$ cat config.mk
export PLATFORM = sky130hd
export DESIGN_NAME = stepper_position_controller
export DESIGN_NICKNAME = d
export VERILOG_FILES = /design/src/rtl/spc_pkg.sv /design/src/rtl/spc_cfg.sv /design/src/rtl/spc_div.sv /design/src/rtl/stepper_position_controller.sv
export SDC_FILE = /design/constraint.sdc
export NUM_CORES = 1
export LEC_CHECK = 0
export ABC_AREA = 1
export BUFFER_PORTS_ARGS = -buffer_cell sky130_fd_sc_hd__clkbuf_2
export CAP_MARGIN = 20
export CORE_MARGIN = 2
export CORE_UTILIZATION = 60
export CTS_CLUSTER_DIAMETER = 30
export CTS_CLUSTER_SIZE = 40
export DETAILED_ROUTE_END_ITERATION = 16
export GPL_TIMING_DRIVEN = 0
export HOLD_SLACK_MARGIN = 0.15
export PLACE_DENSITY = 0.78
export SYNTH_ARGS = -nofsm -noshare
export SYNTH_HDL_FRONTEND = slang
export SYNTH_SLANG_ARGS = --single-unit
$ cat constraint.sdc
create_clock -name aclk -period 10.2 [get_ports aclk]
set_clock_uncertainty 0.1 [all_clocks]
set_input_delay 1.02 -clock aclk [delete_from_list [all_inputs] [get_ports aclk]]
set_output_delay 1.02 -clock aclk [all_outputs]
set_load 0.02 [all_outputs]
$ cat src/rtl/spc_pkg.sv
package spc_pkg;

    // Field and register widths.
    localparam int POS_W      = 16;
    localparam int LIM_W      = 16;
    localparam int MARGIN_W   = 15;
    localparam int SPEED_W    = 11;
    localparam int PER_W      = 4;
    localparam int MS_W       = 16;
    localparam int PCT_W      = 8;
    localparam int FUNC_W     = 3;
    localparam int JOG_W      = 2;
    localparam int CFG_IDX_W  = 3;
    localparam int CFG_DATA_W = 16;

    // Window edges need 18 signed bits; two more keep clamping and stepping exact.
    localparam int WIN_W = 18;
    localparam int AW    = ((POS_W > WIN_W) ? POS_W : WIN_W) + 2;

    // Shared divider sizes.
    localparam int NUM_W = 24;
    localparam int DEN_W = SPEED_W;

    // Speed and scaling constants.
    localparam int SPEED_MIN_I = 80;
    localparam int SPEED_MAX_I = 1500;
    localparam int MS_PER_S_I  = 1000;
    localparam int PCT_FULL_I  = 100;

    localparam logic [SPEED_W-1:0] SPEED_MIN  = SPEED_W'(SPEED_MIN_I);
    localparam logic [SPEED_W-1:0] SPEED_MAX  = SPEED_W'(SPEED_MAX_I);
    localparam logic [SPEED_W-1:0] SPEED_SPAN = SPEED_W'(SPEED_MAX_I - SPEED_MIN_I);
    localparam logic [PCT_W-1:0]   PCT_FULL   = PCT_W'(PCT_FULL_I);
    localparam logic [NUM_W-1:0]   MS_PER_S   = NUM_W'(MS_PER_S_I);

    // Reset values of the registers.
    localparam int DEFAULT_SPEED_RESET_I = 500;
    localparam int SPEED_RESET_I = (DEFAULT_SPEED_RESET_I < SPEED_MIN_I) ? SPEED_MIN_I :
                                   ((DEFAULT_SPEED_RESET_I > SPEED_MAX_I) ? SPEED_MAX_I :
                                    DEFAULT_SPEED_RESET_I);
    localparam int PERIOD_RESET_I = ((MS_PER_S_I / SPEED_RESET_I) == 0) ? 1 :
                                    (MS_PER_S_I / SPEED_RESET_I);

    localparam logic signed [LIM_W-1:0] LOWER_RESET  = -LIM_W'(2000);
    localparam logic signed [LIM_W-1:0] UPPER_RESET  = LIM_W'(2000);
    localparam logic [MARGIN_W-1:0]     MARGIN_RESET = MARGIN_W'(100);
    localparam logic [SPEED_W-1:0]      SPEED_RESET  = SPEED_W'(SPEED_RESET_I);
    localparam logic [PER_W-1:0]        PERIOD_RESET = PER_W'(PERIOD_RESET_I);
    localparam logic                    SAVED_ZERO_RESET = 1'b0;

    // Position range in the extended width.
    localparam logic signed [AW-1:0] POS_MAX_X = {{(AW-POS_W+1){1'b0}}, {(POS_W-1){1'b1}}};
    localparam logic signed [AW-1:0] POS_MIN_X = ~POS_MAX_X;

    // Command codes.
    localparam logic [FUNC_W-1:0] FUNC_TICK  = 3'd0;
    localparam logic [FUNC_W-1:0] FUNC_JOG   = 3'd1;
    localparam logic [FUNC_W-1:0] FUNC_STOP  = 3'd2;
    localparam logic [FUNC_W-1:0] FUNC_OPEN  = 3'd3;
    localparam logic [FUNC_W-1:0] FUNC_ZERO  = 3'd4;
    localparam logic [FUNC_W-1:0] FUNC_TRUST = 3'd5;

    // Jog directions.
    localparam logic [JOG_W-1:0] JOG_OPEN = 2'd1;
    localparam logic [JOG_W-1:0] JOG_HALT = 2'd2;

    // Configuration register indexes.
    localparam logic [CFG_IDX_W-1:0] CFG_LOWER  = 3'd0;
    localparam logic [CFG_IDX_W-1:0] CFG_UPPER  = 3'd1;
    localparam logic [CFG_IDX_W-1:0] CFG_MARGIN = 3'd2;
    localparam logic [CFG_IDX_W-1:0] CFG_SPEED  = 3'd3;
    localparam logic [CFG_IDX_W-1:0] CFG_ZERO   = 3'd4;

    typedef enum logic [1:0] {
        MODE_UNHOMED = 2'd0,
        MODE_READY   = 2'd1,
        MODE_FAULT   = 2'd2
    } mode_t;

    typedef enum logic [3:0] {
        ST_IDLE,
        ST_EXEC,
        ST_CLAMP,
        ST_STEP,
        ST_JOG_DIV,
        ST_JOG_WAIT,
        ST_PER_DIV,
        ST_PER_WAIT,
        ST_OPEN_DIV,
        ST_OPEN_WAIT,
        ST_DONE
    } state_t;

    typedef struct packed {
        logic [FUNC_W-1:0] func;
        logic [MS_W-1:0]   tick_ms;
        logic [JOG_W-1:0]  jog_dir;
        logic [PCT_W-1:0]  percent;
    } spc_in_t;

    typedef struct packed {
        logic                    step_pulse;
        logic                    step_dir;
        logic                    drive_enable;
        logic [1:0]              mode;
        logic signed [POS_W-1:0] position;
        logic signed [POS_W-1:0] target;
        logic                    zero_known;
        logic [SPEED_W-1:0]      run_speed;
        logic                    accepted;
    } spc_out_t;

    // Window edges and load strobes from the register bank.
    typedef struct packed {
        logic signed [AW-1:0] win_lo;
        logic signed [AW-1:0] win_hi;
        logic                 speed_load;
        logic [SPEED_W-1:0]   speed_val;
        logic                 zero_load;
        logic                 zero_val;
    } spc_cfg_t;

    function automatic logic signed [POS_W-1:0] sat_pos(input logic signed [AW-1:0] x);
        logic signed [AW-1:0] y;
        begin
            if (x < POS_MIN_X) begin
                y = POS_MIN_X;
            end else if (x > POS_MAX_X) begin
                y = POS_MAX_X;
            end else begin
                y = x;
            end
            sat_pos = y[POS_W-1:0];
        end
    endfunction

endpackage

$ cat src/rtl/spc_cfg.sv
module spc_cfg (
    input  logic                                aclk,
    input  logic                                aresetn,
    input  logic                                cfg_we,
    input  logic [spc_pkg::CFG_IDX_W-1:0]       cfg_index,
    input  logic [spc_pkg::CFG_DATA_W-1:0]      cfg_data,
    output spc_pkg::spc_cfg_t                   cfg
);

    logic signed [spc_pkg::LIM_W-1:0] lower_reg;
    logic signed [spc_pkg::LIM_W-1:0] upper_reg;
    logic [spc_pkg::MARGIN_W-1:0]     margin_reg;
    logic [spc_pkg::SPEED_W-1:0]      speed_clamped;

    always_ff @(posedge aclk) begin
        if (!aresetn) begin
            lower_reg  <= spc_pkg::LOWER_RESET;
            upper_reg  <= spc_pkg::UPPER_RESET;
            margin_reg <= spc_pkg::MARGIN_RESET;
        end else if (cfg_we) begin
            if (cfg_index == spc_pkg::CFG_LOWER) begin
                lower_reg <= cfg_data[spc_pkg::LIM_W-1:0];
            end
            if (cfg_index == spc_pkg::CFG_UPPER) begin
                upper_reg <= cfg_data[spc_pkg::LIM_W-1:0];
            end
            if (cfg_index == spc_pkg::CFG_MARGIN) begin
                margin_reg <= cfg_data[spc_pkg::MARGIN_W-1:0];
            end
        end
    end

    always_comb begin
        if (cfg_data < spc_pkg::CFG_DATA_W'(spc_pkg::SPEED_MIN)) begin
            speed_clamped = spc_pkg::SPEED_MIN;
        end else if (cfg_data > spc_pkg::CFG_DATA_W'(spc_pkg::SPEED_MAX)) begin
            speed_clamped = spc_pkg::SPEED_MAX;
        end else begin
            speed_clamped = cfg_data[spc_pkg::SPEED_W-1:0];
        end
    end

    always_comb begin
        cfg.win_lo = {{(spc_pkg::AW-spc_pkg::LIM_W){lower_reg[spc_pkg::LIM_W-1]}}, lower_reg}
                   + {{(spc_pkg::AW-spc_pkg::MARGIN_W){1'b0}}, margin_reg};
        cfg.win_hi = {{(spc_pkg::AW-spc_pkg::LIM_W){upper_reg[spc_pkg::LIM_W-1]}}, upper_reg}
                   - {{(spc_pkg::AW-spc_pkg::MARGIN_W){1'b0}}, margin_reg};
        cfg.speed_load = cfg_we && (cfg_index == spc_pkg::CFG_SPEED);
        cfg.speed_val  = speed_clamped;
        cfg.zero_load  = cfg_we && (cfg_index == spc_pkg::CFG_ZERO);
        cfg.zero_val   = cfg_data[0];
    end

endmodule

$ cat src/rtl/spc_div.sv
module spc_div (
    input  logic                         aclk,
    input  logic                         aresetn,
    input  logic                         start,
    input  logic [spc_pkg::NUM_W-1:0]    num,
    input  logic [spc_pkg::DEN_W-1:0]    den,
    output logic                         done,
    output logic [spc_pkg::NUM_W-1:0]    quot
);

    localparam int ITER   = spc_pkg::NUM_W / 2;
    localparam int CNT_W  = $clog2(ITER + 1);
    localparam int DW     = spc_pkg::DEN_W;
    localparam int NW     = spc_pkg::NUM_W;

    logic [DW-1:0]    rem_reg, rem_next;
    logic [NW-1:0]    quo_reg, quo_next;
    logic [DW-1:0]    den_reg, den_next;
    logic [CNT_W-1:0] cnt_reg, cnt_next;
    logic             busy_reg, busy_next;
    logic             done_reg, done_next;

    logic [DW:0]   r_a, r_a_sub, r_b, r_b_sub;
    logic          ge_a, ge_b;
    logic [NW-1:0] q_a, q_b;

    // Two restoring steps per cycle; the numerator shifts out as quotient bits shift in.
    always_comb begin
        r_a     = {rem_reg, quo_reg[NW-1]};
        ge_a    = r_a >= {1'b0, den_reg};
        r_a_sub = ge_a ? (r_a - {1'b0, den_reg}) : r_a;
        q_a     = {quo_reg[NW-2:0], ge_a};
        r_b     = {r_a_sub[DW-1:0], q_a[NW-1]};
        ge_b    = r_b >= {1'b0, den_reg};
        r_b_sub = ge_b ? (r_b - {1'b0, den_reg}) : r_b;
        q_b     = {q_a[NW-2:0], ge_b};
    end

    always_comb begin
        rem_next  = rem_reg;
        quo_next  = quo_reg;
        den_next  = den_reg;
        cnt_next  = cnt_reg;
        busy_next = busy_reg;
        done_next = 1'b0;
        if (start) begin
            rem_next  = '0;
            quo_next  = num;
            den_next  = den;
            cnt_next  = CNT_W'(ITER);
            busy_next = 1'b1;
        end else if (busy_reg) begin
            rem_next = r_b_sub[DW-1:0];
            quo_next = q_b;
            cnt_next = cnt_reg - CNT_W'(1);
            if (cnt_reg == CNT_W'(1)) begin
                busy_next = 1'b0;
                done_next = 1'b1;
            end
        end
    end

    always_ff @(posedge aclk) begin
        if (!aresetn) begin
            cnt_reg  <= '0;
            busy_reg <= 1'b0;
            done_reg <= 1'b0;
        end else begin
            cnt_reg  <= cnt_next;
            busy_reg <= busy_next;
            done_reg <= done_next;
        end
    end

    always_ff @(posedge aclk) begin
        rem_reg <= rem_next;
        quo_reg <= quo_next;
        den_reg <= den_next;
    end

    assign done = done_reg;
    assign quot = quo_reg;

endmodule

$ cat src/rtl/stepper_position_controller.sv
// Step/direction position controller for one stepper axis.
// Commands arrive on the s_ channel (valid/ready) as one spc_in_t each; every
// command yields exactly one status transaction of type spc_out_t on the m_
// channel. The block works on one command at a time and holds s_ready low
// from acceptance until its result has been placed in the output register.
// After acceptance, most commands go from EXEC straight to DONE; a tick that
// issues a step passes CLAMP and STEP on the way. Set-open-percent and jog wait
// on the shared radix-4 divider, which holds the sequencer for each division
// (one for open-percent scaling, two for jog: speed scaling and then the
// period).
// The next command can be taken once the sequencer has returned to idle,
// after the result is registered.
// A write to default_speed reloads the speed at once and, from idle or a period
// division, recomputes the step period, during which no command is accepted.
// The output register lets the next command be accepted while a result still
// waits; if the receiver stalls, the following result waits in its final
// state until the register frees. Nothing is lost or repeated.
// Reset (aresetn low at a clock edge) returns the configuration registers and
// the axis state to their defaults: unhomed, position and target zero, driver
// off, speed from the default speed.
module stepper_position_controller (
    input  logic                              aclk,
    input  logic                              aresetn,
    input  logic                              s_valid,
    output logic                              s_ready,
    input  spc_pkg::spc_in_t                  s_data,
    output logic                              m_valid,
    input  logic                              m_ready,
    output spc_pkg::spc_out_t                 m_data,
    input  logic                              cfg_we,
    input  logic [spc_pkg::CFG_IDX_W-1:0]     cfg_index,
    input  logic [spc_pkg::CFG_DATA_W-1:0]    cfg_data
);

    localparam int AW = spc_pkg::AW;
    localparam int PW = spc_pkg::POS_W;

    spc_pkg::spc_cfg_t cfg;

    spc_pkg::state_t state_reg, state_next;
    spc_pkg::mode_t  mode_reg, mode_next;

    logic                          zero_reg, zero_next;
    logic signed [PW-1:0]          pos_reg, pos_next;
    logic signed [PW-1:0]          tgt_reg, tgt_next;
    logic [spc_pkg::MS_W-1:0]      accum_reg, accum_next;
    logic [spc_pkg::SPEED_W-1:0]   speed_reg, speed_next;
    logic [spc_pkg::PER_W-1:0]     period_reg, period_next;
    logic                          enable_reg, enable_next;
    logic                          dir_reg, dir_next;
    logic                          pulse_reg, pulse_next;
    logic                          acc_reg, acc_next;
    logic                          per_cfg_reg, per_cfg_next;
    logic                          m_valid_reg, m_valid_next;
    spc_pkg::spc_in_t              cmd_reg, cmd_next;
    logic [spc_pkg::NUM_W-1:0]     mul_reg, mul_next;
    spc_pkg::spc_out_t             m_data_reg, m_data_next;

    logic                          div_start;
    logic [spc_pkg::NUM_W-1:0]     div_num;
    logic [spc_pkg::DEN_W-1:0]     div_den;
    logic                          div_done;
    logic [spc_pkg::NUM_W-1:0]     div_quot;

    logic                          in_accept;
    logic                          out_free;
    logic                          is_ready;
    logic signed [AW-1:0]          pos_x, tgt_x, clamp_x, diff_x;
    logic [spc_pkg::MS_W-1:0]      accum_sum;
    logic                          period_hit;
    logic [6:0]                    jog_pct, frac_pct;
    logic [17:0]                   jog_prod;
    logic [spc_pkg::NUM_W-1:0]     open_prod;
    logic                          step_up;

    spc_cfg u_cfg (
        .aclk      (aclk),
        .aresetn   (aresetn),
        .cfg_we    (cfg_we),
        .cfg_index (cfg_index),
        .cfg_data  (cfg_data),
        .cfg       (cfg)
    );

    spc_div u_div (
        .aclk    (aclk),
        .aresetn (aresetn),
        .start   (div_start),
        .num     (div_num),
        .den     (div_den),
        .done    (div_done),
        .quot    (div_quot)
    );

    // A speed reload takes the divider, so no command is taken in that cycle.
    assign s_ready   = (state_reg == spc_pkg::ST_IDLE) && !cfg.speed_load;
    assign in_accept = s_valid && s_ready;
    assign out_free  = !m_valid_reg || m_ready;
    assign is_ready  = (mode_reg == spc_pkg::MODE_READY);

    // Operand preparation for the current command.
    always_comb begin
        pos_x = {{(AW-PW){pos_reg[PW-1]}}, pos_reg};
        tgt_x = {{(AW-PW){tgt_reg[PW-1]}}, tgt_reg};
        diff_x = cfg.win_hi - cfg.win_lo;
        accum_sum  = accum_reg + cmd_reg.tick_ms;
        period_hit = accum_sum >= {{(spc_pkg::MS_W-spc_pkg::PER_W){1'b0}}, period_reg};

        if (tgt_x < cfg.win_lo) begin
            clamp_x = cfg.win_lo;
        end else if (tgt_x > cfg.win_hi) begin
            clamp_x = cfg.win_hi;
        end else begin
            clamp_x = tgt_x;
        end

        if (cmd_reg.percent == '0) begin
            jog_pct = 7'd1;
        end else if (cmd_reg.percent > spc_pkg::PCT_FULL) begin
            jog_pct = spc_pkg::PCT_FULL[6:0];
        end else begin
            jog_pct = cmd_reg.percent[6:0];
        end

        if (cmd_reg.percent > spc_pkg::PCT_FULL) begin
            frac_pct = spc_pkg::PCT_FULL[6:0];
        end else begin
            frac_pct = cmd_reg.percent[6:0];
        end

        jog_prod  = 18'(jog_pct) * 18'(spc_pkg::SPEED_SPAN);
        // The window is never wider than 65535 points when it is not empty.
        open_prod = spc_pkg::NUM_W'(diff_x[16:0]) * spc_pkg::NUM_W'(frac_pct);
        step_up   = tgt_reg > pos_reg;
    end

    // Next state.
    always_comb begin
        state_next = state_reg;
        unique case (state_reg)
            spc_pkg::ST_IDLE: begin
                if (cfg.speed_load) begin
                    state_next = spc_pkg::ST_PER_DIV;
                end else if (in_accept) begin
                    state_next = spc_pkg::ST_EXEC;
                end
            end
            spc_pkg::ST_EXEC: begin
                state_next = spc_pkg::ST_DONE;
                if (cmd_reg.func == spc_pkg::FUNC_TICK) begin
                    if (is_ready && (pos_reg != tgt_reg) && period_hit) begin
                        state_next = spc_pkg::ST_CLAMP;
                    end
                end else if (cmd_reg.func == spc_pkg::FUNC_JOG) begin
                    if (is_ready) begin
                        state_next = spc_pkg::ST_JOG_DIV;
                    end
                end else if (cmd_reg.func == spc_pkg::FUNC_OPEN) begin
                    if (is_ready && (cfg.win_hi > cfg.win_lo)) begin
                        state_next = spc_pkg::ST_OPEN_DIV;
                    end
                end
            end
            spc_pkg::ST_CLAMP:    state_next = spc_pkg::ST_STEP;
            spc_pkg::ST_STEP:     state_next = spc_pkg::ST_DONE;
            spc_pkg::ST_JOG_DIV:  state_next = spc_pkg::ST_JOG_WAIT;
            spc_pkg::ST_JOG_WAIT: begin
                if (div_done) begin
                    state_next = spc_pkg::ST_PER_DIV;
                end
            end
            spc_pkg::ST_PER_DIV: begin
                state_next = cfg.speed_load ? spc_pkg::ST_PER_DIV : spc_pkg::ST_PER_WAIT;
            end
            spc_pkg::ST_PER_WAIT: begin
                if (cfg.speed_load) begin
                    state_next = spc_pkg::ST_PER_DIV;
                end else if (div_done) begin
                    state_next = per_cfg_reg ? spc_pkg::ST_IDLE : spc_pkg::ST_DONE;
                end
            end
            spc_pkg::ST_OPEN_DIV: state_next = spc_pkg::ST_OPEN_WAIT;
            spc_pkg::ST_OPEN_WAIT: begin
                if (div_done) begin
                    state_next = spc_pkg::ST_DONE;
                end
            end
            spc_pkg::ST_DONE: begin
                if (out_free) begin
                    state_next = spc_pkg::ST_IDLE;
                end
            end
            default: state_next = spc_pkg::ST_IDLE;
        endcase
    end

    // Divider operands.
    always_comb begin
        div_start = 1'b0;
        div_num   = mul_reg;
        div_den   = spc_pkg::DEN_W'(spc_pkg::PCT_FULL);
        unique case (state_reg)
            spc_pkg::ST_JOG_DIV,
            spc_pkg::ST_OPEN_DIV: begin
                div_start = 1'b1;
            end
            spc_pkg::ST_PER_DIV: begin
                div_start = 1'b1;
                div_num   = spc_pkg::MS_PER_S;
                div_den   = speed_reg;
            end
            default: begin
                div_start = 1'b0;
            end
        endcase
    end

    // Datapath updates.
    always_comb begin
        mode_next    = mode_reg;
        zero_next    = zero_reg;
        pos_next     = pos_reg;
        tgt_next     = tgt_reg;
        accum_next   = accum_reg;
        speed_next   = speed_reg;
        period_next  = period_reg;
        enable_next  = enable_reg;
        dir_next     = dir_reg;
        pulse_next   = pulse_reg;
        acc_next     = acc_reg;
        per_cfg_next = per_cfg_reg;
        cmd_next     = cmd_reg;
        mul_next     = mul_reg;
        m_data_next  = m_data_reg;
        m_valid_next = m_valid_reg && !m_ready;

        if (cfg.speed_load) begin
            speed_next = cfg.speed_val;
        end
        if (cfg.zero_load) begin
            zero_next = cfg.zero_val;
        end

        unique case (state_reg)
            spc_pkg::ST_IDLE: begin
                if (cfg.speed_load) begin
                    per_cfg_next = 1'b1;
                end else if (in_accept) begin
                    cmd_next   = s_data;
                    pulse_next = 1'b0;
                    acc_next   = 1'b0;
                end
            end
            spc_pkg::ST_EXEC: begin
                if (cmd_reg.func == spc_pkg::FUNC_TICK) begin
                    if (is_ready) begin
                        if (pos_reg == tgt_reg) begin
                            enable_next = 1'b0;
                        end else if (period_hit) begin
                            accum_next = '0;
                        end else begin
                            accum_next = accum_sum;
                        end
                    end
                end else if (cmd_reg.func == spc_pkg::FUNC_JOG) begin
                    if (is_ready) begin
                        mul_next     = spc_pkg::NUM_W'(jog_prod);
                        per_cfg_next = 1'b0;
                        if (cmd_reg.jog_dir == spc_pkg::JOG_HALT) begin
                            tgt_next    = pos_reg;
                            enable_next = 1'b0;
                        end else if (cmd_reg.jog_dir == spc_pkg::JOG_OPEN) begin
                            tgt_next = spc_pkg::sat_pos(cfg.win_hi);
                        end else begin
                            tgt_next = spc_pkg::sat_pos(cfg.win_lo);
                        end
                    end
                end else if (cmd_reg.func == spc_pkg::FUNC_STOP) begin
                    tgt_next    = pos_reg;
                    enable_next = 1'b0;
                end else if (cmd_reg.func == spc_pkg::FUNC_OPEN) begin
                    if (is_ready) begin
                        if (cfg.win_hi <= cfg.win_lo) begin
                            mode_next = spc_pkg::MODE_FAULT;
                        end else begin
                            mul_next = open_prod;
                        end
                    end
                end else if (cmd_reg.func == spc_pkg::FUNC_ZERO) begin
                    pos_next    = '0;
                    tgt_next    = '0;
                    zero_next   = 1'b1;
                    mode_next   = spc_pkg::MODE_READY;
                    enable_next = 1'b0;
                    acc_next    = 1'b1;
                end else if (cmd_reg.func == spc_pkg::FUNC_TRUST) begin
                    if (zero_reg) begin
                        pos_next  = '0;
                        tgt_next  = '0;
                        mode_next = spc_pkg::MODE_READY;
                        acc_next  = 1'b1;
                    end
                end
            end
            spc_pkg::ST_CLAMP: begin
                tgt_next = spc_pkg::sat_pos(clamp_x);
            end
            spc_pkg::ST_STEP: begin
                dir_next    = step_up;
                enable_next = 1'b1;
                pulse_next  = 1'b1;
                pos_next    = spc_pkg::sat_pos(step_up ? (pos_x + AW'(1)) : (pos_x - AW'(1)));
            end
            spc_pkg::ST_JOG_WAIT: begin
                // The scaled speed stays within the limits, so no clamp is needed.
                if (div_done) begin
                    speed_next = spc_pkg::SPEED_MIN + div_quot[spc_pkg::SPEED_W-1:0];
                end
            end
            spc_pkg::ST_PER_WAIT: begin
                if (div_done && !cfg.speed_load) begin
                    if (div_quot == '0) begin
                        period_next = spc_pkg::PER_W'(1);
                    end else begin
                        period_next = div_quot[spc_pkg::PER_W-1:0];
                    end
                end
            end
            spc_pkg::ST_OPEN_WAIT: begin
                if (div_done) begin
                    tgt_next = spc_pkg::sat_pos(cfg.win_lo
                                                + {{(AW-16){1'b0}}, div_quot[15:0]});
                end
            end
            spc_pkg::ST_DONE: begin
                if (out_free) begin
                    m_valid_next             = 1'b1;
                    m_data_next.step_pulse   = pulse_reg;
                    m_data_next.step_dir     = dir_reg;
                    m_data_next.drive_enable = enable_reg;
                    m_data_next.mode         = mode_reg;
                    m_data_next.position     = pos_reg;
                    m_data_next.target       = tgt_reg;
                    m_data_next.zero_known   = zero_reg;
                    m_data_next.run_speed    = speed_reg;
                    m_data_next.accepted     = acc_reg;
                end
            end
            default: begin
                m_valid_next = m_valid_reg && !m_ready;
            end
        endcase
    end

    always_ff @(posedge aclk) begin
        if (!aresetn) begin
            state_reg   <= spc_pkg::ST_IDLE;
            mode_reg    <= spc_pkg::MODE_UNHOMED;
            zero_reg    <= spc_pkg::SAVED_ZERO_RESET;
            pos_reg     <= '0;
            tgt_reg     <= '0;
            accum_reg   <= '0;
            speed_reg   <= spc_pkg::SPEED_RESET;
            period_reg  <= spc_pkg::PERIOD_RESET;
            enable_reg  <= 1'b0;
            dir_reg     <= 1'b0;
            pulse_reg   <= 1'b0;
            acc_reg     <= 1'b0;
            per_cfg_reg <= 1'b0;
            m_valid_reg <= 1'b0;
        end else begin
            state_reg   <= state_next;
            mode_reg    <= mode_next;
            zero_reg    <= zero_next;
            pos_reg     <= pos_next;
            tgt_reg     <= tgt_next;
            accum_reg   <= accum_next;
            speed_reg   <= speed_next;
            period_reg  <= period_next;
            enable_reg  <= enable_next;
            dir_reg     <= dir_next;
            pulse_reg   <= pulse_next;
            acc_reg     <= acc_next;
            per_cfg_reg <= per_cfg_next;
            m_valid_reg <= m_valid_next;
        end
    end

    always_ff @(posedge aclk) begin
        cmd_reg    <= cmd_next;
        mul_reg    <= mul_next;
        m_data_reg <= m_data_next;
    end

    assign m_valid = m_valid_reg;
    assign m_data  = m_data_reg;

endmodule
### Word-level counts from Yosys, hierarchy flattened

Cells that the tools add are included.

| word-level totals | value |
|---|---|
| flip-flop bits (word level) | 278 |
| bits of input ports | 53 |
| output and inout bits | 52 |
| logic and storage cells | 293 |

| operators by class | value |
|---|---|
| $add $sub $neg | 11 |
| $mul | 2 |
| order comparisons | 21 |
| equal/unequal tests | 56 |
| mux-type cells | 113 |
| bitwise gates (word level) | 7 |
| reductions and logical operators | 45 |

Operators with widths:

| operator | count |
|---|---|
| $mux 16 | 25 |
| $mux 24 | 9 |
| $mux 11 | 7 |
| $gt 20x16->1 const B | 3 |
| $lt 20x16->1 const B | 3 |
| $mux 20 | 3 |
| $mux 4 | 15 |
| $pmux 16 s3 | 1 |
| $pmux 4 s11 | 1 |
| $mux 1 | 37 |
| $gt 17x16->1 const B | 2 |
| $lt 17x16->1 const B | 2 |
| $pmux 16 s2 | 1 |
| $ne 2x2->1 const B | 14 |
| $reduce_and 7->1 | 4 |
| $ge 12x11->1 | 2 |
| $logic_not 24->1 | 1 |
| $mul 17x7->24 | 1 |
| $sub 11x11->11 | 2 |
| $add 20x16->20 | 1 |
| $ne 5x5->1 const B | 4 |
| $ne 3x3->1 const B | 6 |
| $add 16x16->17 | 1 |
| $add 16x2->17 const B | 1 |
| other kinds (50) | 109 |

### Logic depth before layout (Yosys ltp)

| depth | value |
|---|---|
| word-level depth | 10 |
| mapped depth | 43 |
| gate-level depth less buffers | 43 |

### Modules after synthesis

A second synthesis with hierarchy kept.

| second synthesis, totals | value |
|---|---|
| cell total of the unflattened synthesis | 3,447 |
| area total of the unflattened synthesis | 24,840.1 um^2 |

By module, submodules not included:

| module | times used | cells each | area an instance (um^2) | seq. area each (um^2) |
|---|---|---|---|---|
| stepper_position_controller | 1 | 2,335 | 17,490.5 | 4,614.4 |
| spc_cfg | 1 | 623 | 3,789.9 | 940.9 |
| spc_div | 1 | 489 | 3,559.7 | 1,391.3 |

### Worst setup path after synthesis

Ideal clock, no wire load.

| path | value |
|---|---|
| kind | register -> register |
| start | register u_cfg.margin_reg[0] (netlist bit) |
| end | register mul_reg[23] (netlist bit), data pin |
| library setup time | 253 ps |
| data arrival time | 7,054 ps |
| data required time | 9,847 ps |
| slack | 2,793 ps |
| cell stages (with the launch flop) | 43 |
| path buffers | 0 |
| clock period less this slack | 7,407 ps |
| path through | dfxtp_1 -> ha_1 -> inv_1 -> fa_1 -> inv_1 -> nand3_1 -> nand3_1 -> nand2_1 -> nand2_1 -> nand3_1 -> nand2_1 -> xor2_1 -> inv_1 -> ha_1 -> nand2_1 -> nor3_1 -> nand2_1 -> nand3_1 -> [7 not listed] -> fa_1 -> inv_1 -> ha_1 -> nand2_1 -> nor3_1 -> nand2_1 -> o211ai_1 -> a21boi_0 -> o21ai_0 -> inv_1 -> nor2_1 -> nor2_1 -> o21ai_0 -> a21boi_0 -> o21ai_0 -> nand2_1 -> nand2_1 -> nor2_1 |

| between the ends | value |
|---|---|
| longest elaborated chain between the ends | 8 |
| elaborated cells on any way between the ends | 9 |
| those cells by class | add/sub (3); mul (1); mux (5) |

Ends and longest elaborated chain:

| item | RTL line | RTL |
|---|---|---|
| start, declared | spc_cfg.sv:12 | `logic [spc_pkg::MARGIN_W-1:0] margin_reg;` |
| start signal, assigned | spc_cfg.sv:19 | `margin_reg <= spc_pkg::MARGIN_RESET;` |
| start signal, assigned | spc_cfg.sv:28 | `margin_reg <= cfg_data[spc_pkg::MARGIN_W-1:0];` |
| $sub 16x16->17 or $add 16x16->17 (tied branches) | spc_cfg.sv:47, spc_cfg.sv:45 |  |
| $sub 17x17->17 * | stepper_position_controller.sv:105 | `diff_x = cfg.win_hi - cfg.win_lo;` |
| $mul 17x7->24 * | stepper_position_controller.sv:133 | `open_prod = spc_pkg::NUM_W'(diff_x[16:0]) * spc_pkg::NUM_W'(frac_pct);` |
| $mux 24 * | stepper_position_controller.sv:283 | `if (cfg.win_hi <= cfg.win_lo) begin` |
| $mux 24 * | stepper_position_controller.sv:282 | `if (is_ready) begin` |
| $mux 24 * | stepper_position_controller.sv:281 | `end else if (cmd_reg.func == spc_pkg::FUNC_OPEN) begin` |
| $mux 24 * | stepper_position_controller.sv:278 | `end else if (cmd_reg.func == spc_pkg::FUNC_STOP) begin` |
| $mux 24 * | stepper_position_controller.sv:265 | `end else if (cmd_reg.func == spc_pkg::FUNC_JOG) begin` |
| end signal, assigned | stepper_position_controller.sv:391 | `mul_reg <= mul_next;` |
| end, declared | stepper_position_controller.sv:56 | `logic [spc_pkg::NUM_W-1:0] mul_reg, mul_next;` |

Mark *: on every way between the ends. The rest lies on a longest branch, timed or not. The select of a mux whose other input is x is not followed.
A chain may end at the register's enable or synchronous reset.

### Final worst setup path

Same ends and word-level chain as after synthesis.

==> impl_metrics.env <==
export IMPL_die_w_um=201.5
export IMPL_drtAntennaViolNets=0
export IMPL_first_global_vias=22299
export IMPL_numCtsBuffers=61
export IMPL_grt_setup_unrepaired="false"
export IMPL_groute_usage_overall_pct=35.87
export IMPL_synthTopCellsByCount="773 x nand2_1, 447 x inv_1, 274 x a21oi_1, 274 x nor2_1, 239 x ha_1"
export IMPL_grt_first_pass_wirelength_mm=115.3
export IMPL_ys_async_sr_fraction_pct=0
export IMPL_synth_top_area_share_pct=17.71
export IMPL_fp_dieH_um=201.5
export IMPL_synthesis_instances=3153
export IMPL_reg2reg_depth=42
export IMPL_routabilityCongestion=1.023
export IMPL_path_max_fanout=7
export IMPL_cts_resized=0
export IMPL_initial_core_util_pct=60.70
export IMPL_crit_path_frequent_cell="nand2_1"
export IMPL_period_needed_ns=9.033
export IMPL_multiInputGateArea_um2=14460
export IMPL_max_slew_worst_pin_slew_ns=1.038
export IMPL_insertion_delay_ns=0.62
export IMPL_nNetsFinal=3705
export IMPL_fp_coreArea_um2=38560
export IMPL_synth_fp_nets=3534
export IMPL_grt_ovfl_total=0
export IMPL_required_ns=10.47
export IMPL_dieArea_um2=40600
export IMPL_endpoint="mul_reg[23]"
export IMPL_yosysMostFrequentCell="nand2_1"
export IMPL_regArea_um2=6947
export IMPL_post_dp_hpwl_mm=57.32
export IMPL_synth_edff_count=138
export IMPL_io_pins=105
export IMPL_cp_start_kind="flop"
export IMPL_drcViolationCount=0
export IMPL_cts_sinks=278
export IMPL_antenna_found_initial=1
export IMPL_fill_cells=3308
export IMPL_r2r_start="u_cfg.margin_reg[0]"
export IMPL_synth_distinct_cells=58
export IMPL_rrSetupSlack_ns=1.17
export IMPL_drive_gt1_share_pct=8.558
export IMPL_yosysSeqAreaShare_pct=29.68
export IMPL_critPathArrivalTime_ns=9.31
export IMPL_worstSetupPathType="reg -> reg"
export IMPL_ctsHoldBuffers=0
export IMPL_root_buffer="clkbuf_16"
export IMPL_final_setup_tns_ns=0
export IMPL_synth_avg_cell_area_um2=7.423
export IMPL_max_slew_margin_rel_pct=30.55
export IMPL_area_growth_syn_to_layout_pct=14.87
export IMPL_startpoint="u_cfg.margin_reg[0]"
export IMPL_routed_via_count=22500
export IMPL_setup_viol=0
export IMPL_cts_tree="built"
export IMPL_drt_iter0_markers=2204
export IMPL_synth_top_area_cell="edfxtp_1"
export IMPL_synth_seq_cells=278
export IMPL_r2r_end="mul_reg[23]"
export IMPL_largest_reg_flops=50
export IMPL_drt_pass1_iter_count=6
export IMPL_clkTransAtPathRegs_ns=0.05
export IMPL_wl_mm=72.44
export IMPL_syn_cell_area_um2=23400
export IMPL_post_cts_buffers=0
export IMPL_htreeDepth=2
export IMPL_num_rows=72
export IMPL_min_delay_path_class="reg -> reg"
export IMPL_yosysWarningCount=0
export IMPL_outcome="finished, final reports clean"
export IMPL_drt_wirelength_per_cell_um=18.59
export IMPL_synth_area_top_cells="edfxtp_1 18%, ha_1 13%, nand2_1 12%"
export IMPL_layout_worst_path_cycle_share_pct=88.56
export IMPL_max_freq_ghz=0.1107
export IMPL_hold_viol=0
export IMPL_final_cells=3896
export IMPL_finalMaxSlewViolations=0
export IMPL_io_buffer_count=103
export IMPL_crit_path_end_kind="flop"
export IMPL_viasPerCell=5.775
export IMPL_ctsLongestPathBuffers=3
export IMPL_dp_cells=3778
export IMPL_yosys_most_used_dff="dfxtp_1"
export IMPL_critPathMaxStageDelay_ns=0.67
export IMPL_hold_ws_ns=0.3285
export IMPL_grt_max_degree=30
export IMPL_critPathSlowestCell="xor2_1"
export IMPL_cap_violations=0
per-stage QoR:
stage / instance area (um^2) / worst slack [ns] / utilization (%)
after floorplan: 23400 / 2.793 / -
after global placement: 24570 / 1.344 / 63.72
after detailed placement: 24660 / 1.395 / 63.96
after CTS: 26870 / 1.351 / 69.68
after global routing: 26880 / 0.4198 / 69.72
final: 26880 / 1.167 / 69.73
cells in the final DEF (no fill, tap or decap), drive strengths merged, types with 4 or more instances in the layout:
| cell | count |
|---|---|
| clkbuf | 226 |
| o31ai | 7 |
| nor4 | 15 |
| o211ai | 21 |
| dfxtp | 140 |
| ha | 239 |
| a22oi | 6 |
| or2 | 19 |
| nor2 | 278 |
| o21a | 8 |
| xnor2 | 31 |
| o21bai | 15 |
| a22o | 4 |
| a21oi | 281 |
| bufinv | 9 |
| fa | 89 |
| nand2 | 783 |
| o21ai | 217 |
| a31oi | 15 |
| nand3 | 128 |
| o221ai | 5 |
| clkinvlp | 5 |
| edfxtp | 138 |
| inv | 468 |
| o22ai | 9 |
| a21boi | 4 |
| xor2 | 66 |
| clkinv | 24 |
| buf | 18 |
| nand4 | 27 |
| nor3 | 47 |
| a21o | 9 |
routing by layer:
| layer | part of all wire [%] | up-vias | GRT usage (%) |
|---|---|---|---|
| met5 | 0 | - | 0 |
| met4 | 5.0 | 0 | 18.15 |
| met3 | 7.4 | 218 | 6.155 |
| met2 | 46 | 934 | 58.68 |
| met1 | 41 | 10552 | 45.91 |
| li1 | - | 10796 | - |
cell type report:
cell class / instances / area share [%]
multi-input combinational: 2349 / 53.78
sequential: 278 / 25.84
inverter: 457 / 6.381
clock buffer: 67 / 5.878
tap: 518 / 2.411
clock inverter: 49 / 2.327
timing repair buffer: 108 / 2.262
buffer: 69 / 1.117
antenna: 1 / 0.009308
worst max-delay path, delay by kind of cell, from the launching register on:
family | cells | cell delay (ns)
xor gates and xnor gates | 2 | 0.94
buffers and inverters | 6 | 0.62
AOI/OAI and AO/OA | 7 | 1.48
and+or+nand+nor | 19 | 1.85
DFF | 1 | 0.35
adders and majority gates | 8 | 3.44
kinds of logic (layout without fill, tap and decap cells):
logic type,after synthesis,in the layout,synth area share (%)
xor gates and xnor gates,97,97,3.630
adders and majority gates,328,328,20.39
AOI/OAI and AO/OA,619,619,14.71
other,0,1,0
buffers and inverters,526,750,8.613
DFF,278,278,29.68
and+or+nand+nor,1305,1305,22.97
worst min path at each step:
stage	slack, ns	from	cells past startpoint	endpoint
after floorplan	0.30	enable_reg	0	m_data[47]
after global placement	0.31	enable_reg	0	m_data[47]
after detailed placement	0.32	pulse_reg	0	m_data[49]
after CTS	0.33	enable_reg	0	m_data[47]
after global routing	0.33	enable_reg	0	m_data[47]
final	0.33	enable_reg	0	m_data[47]
Power is not shown: default switching activity piles up to over one toggle a cycle in this logic, so the estimate is an artifact.
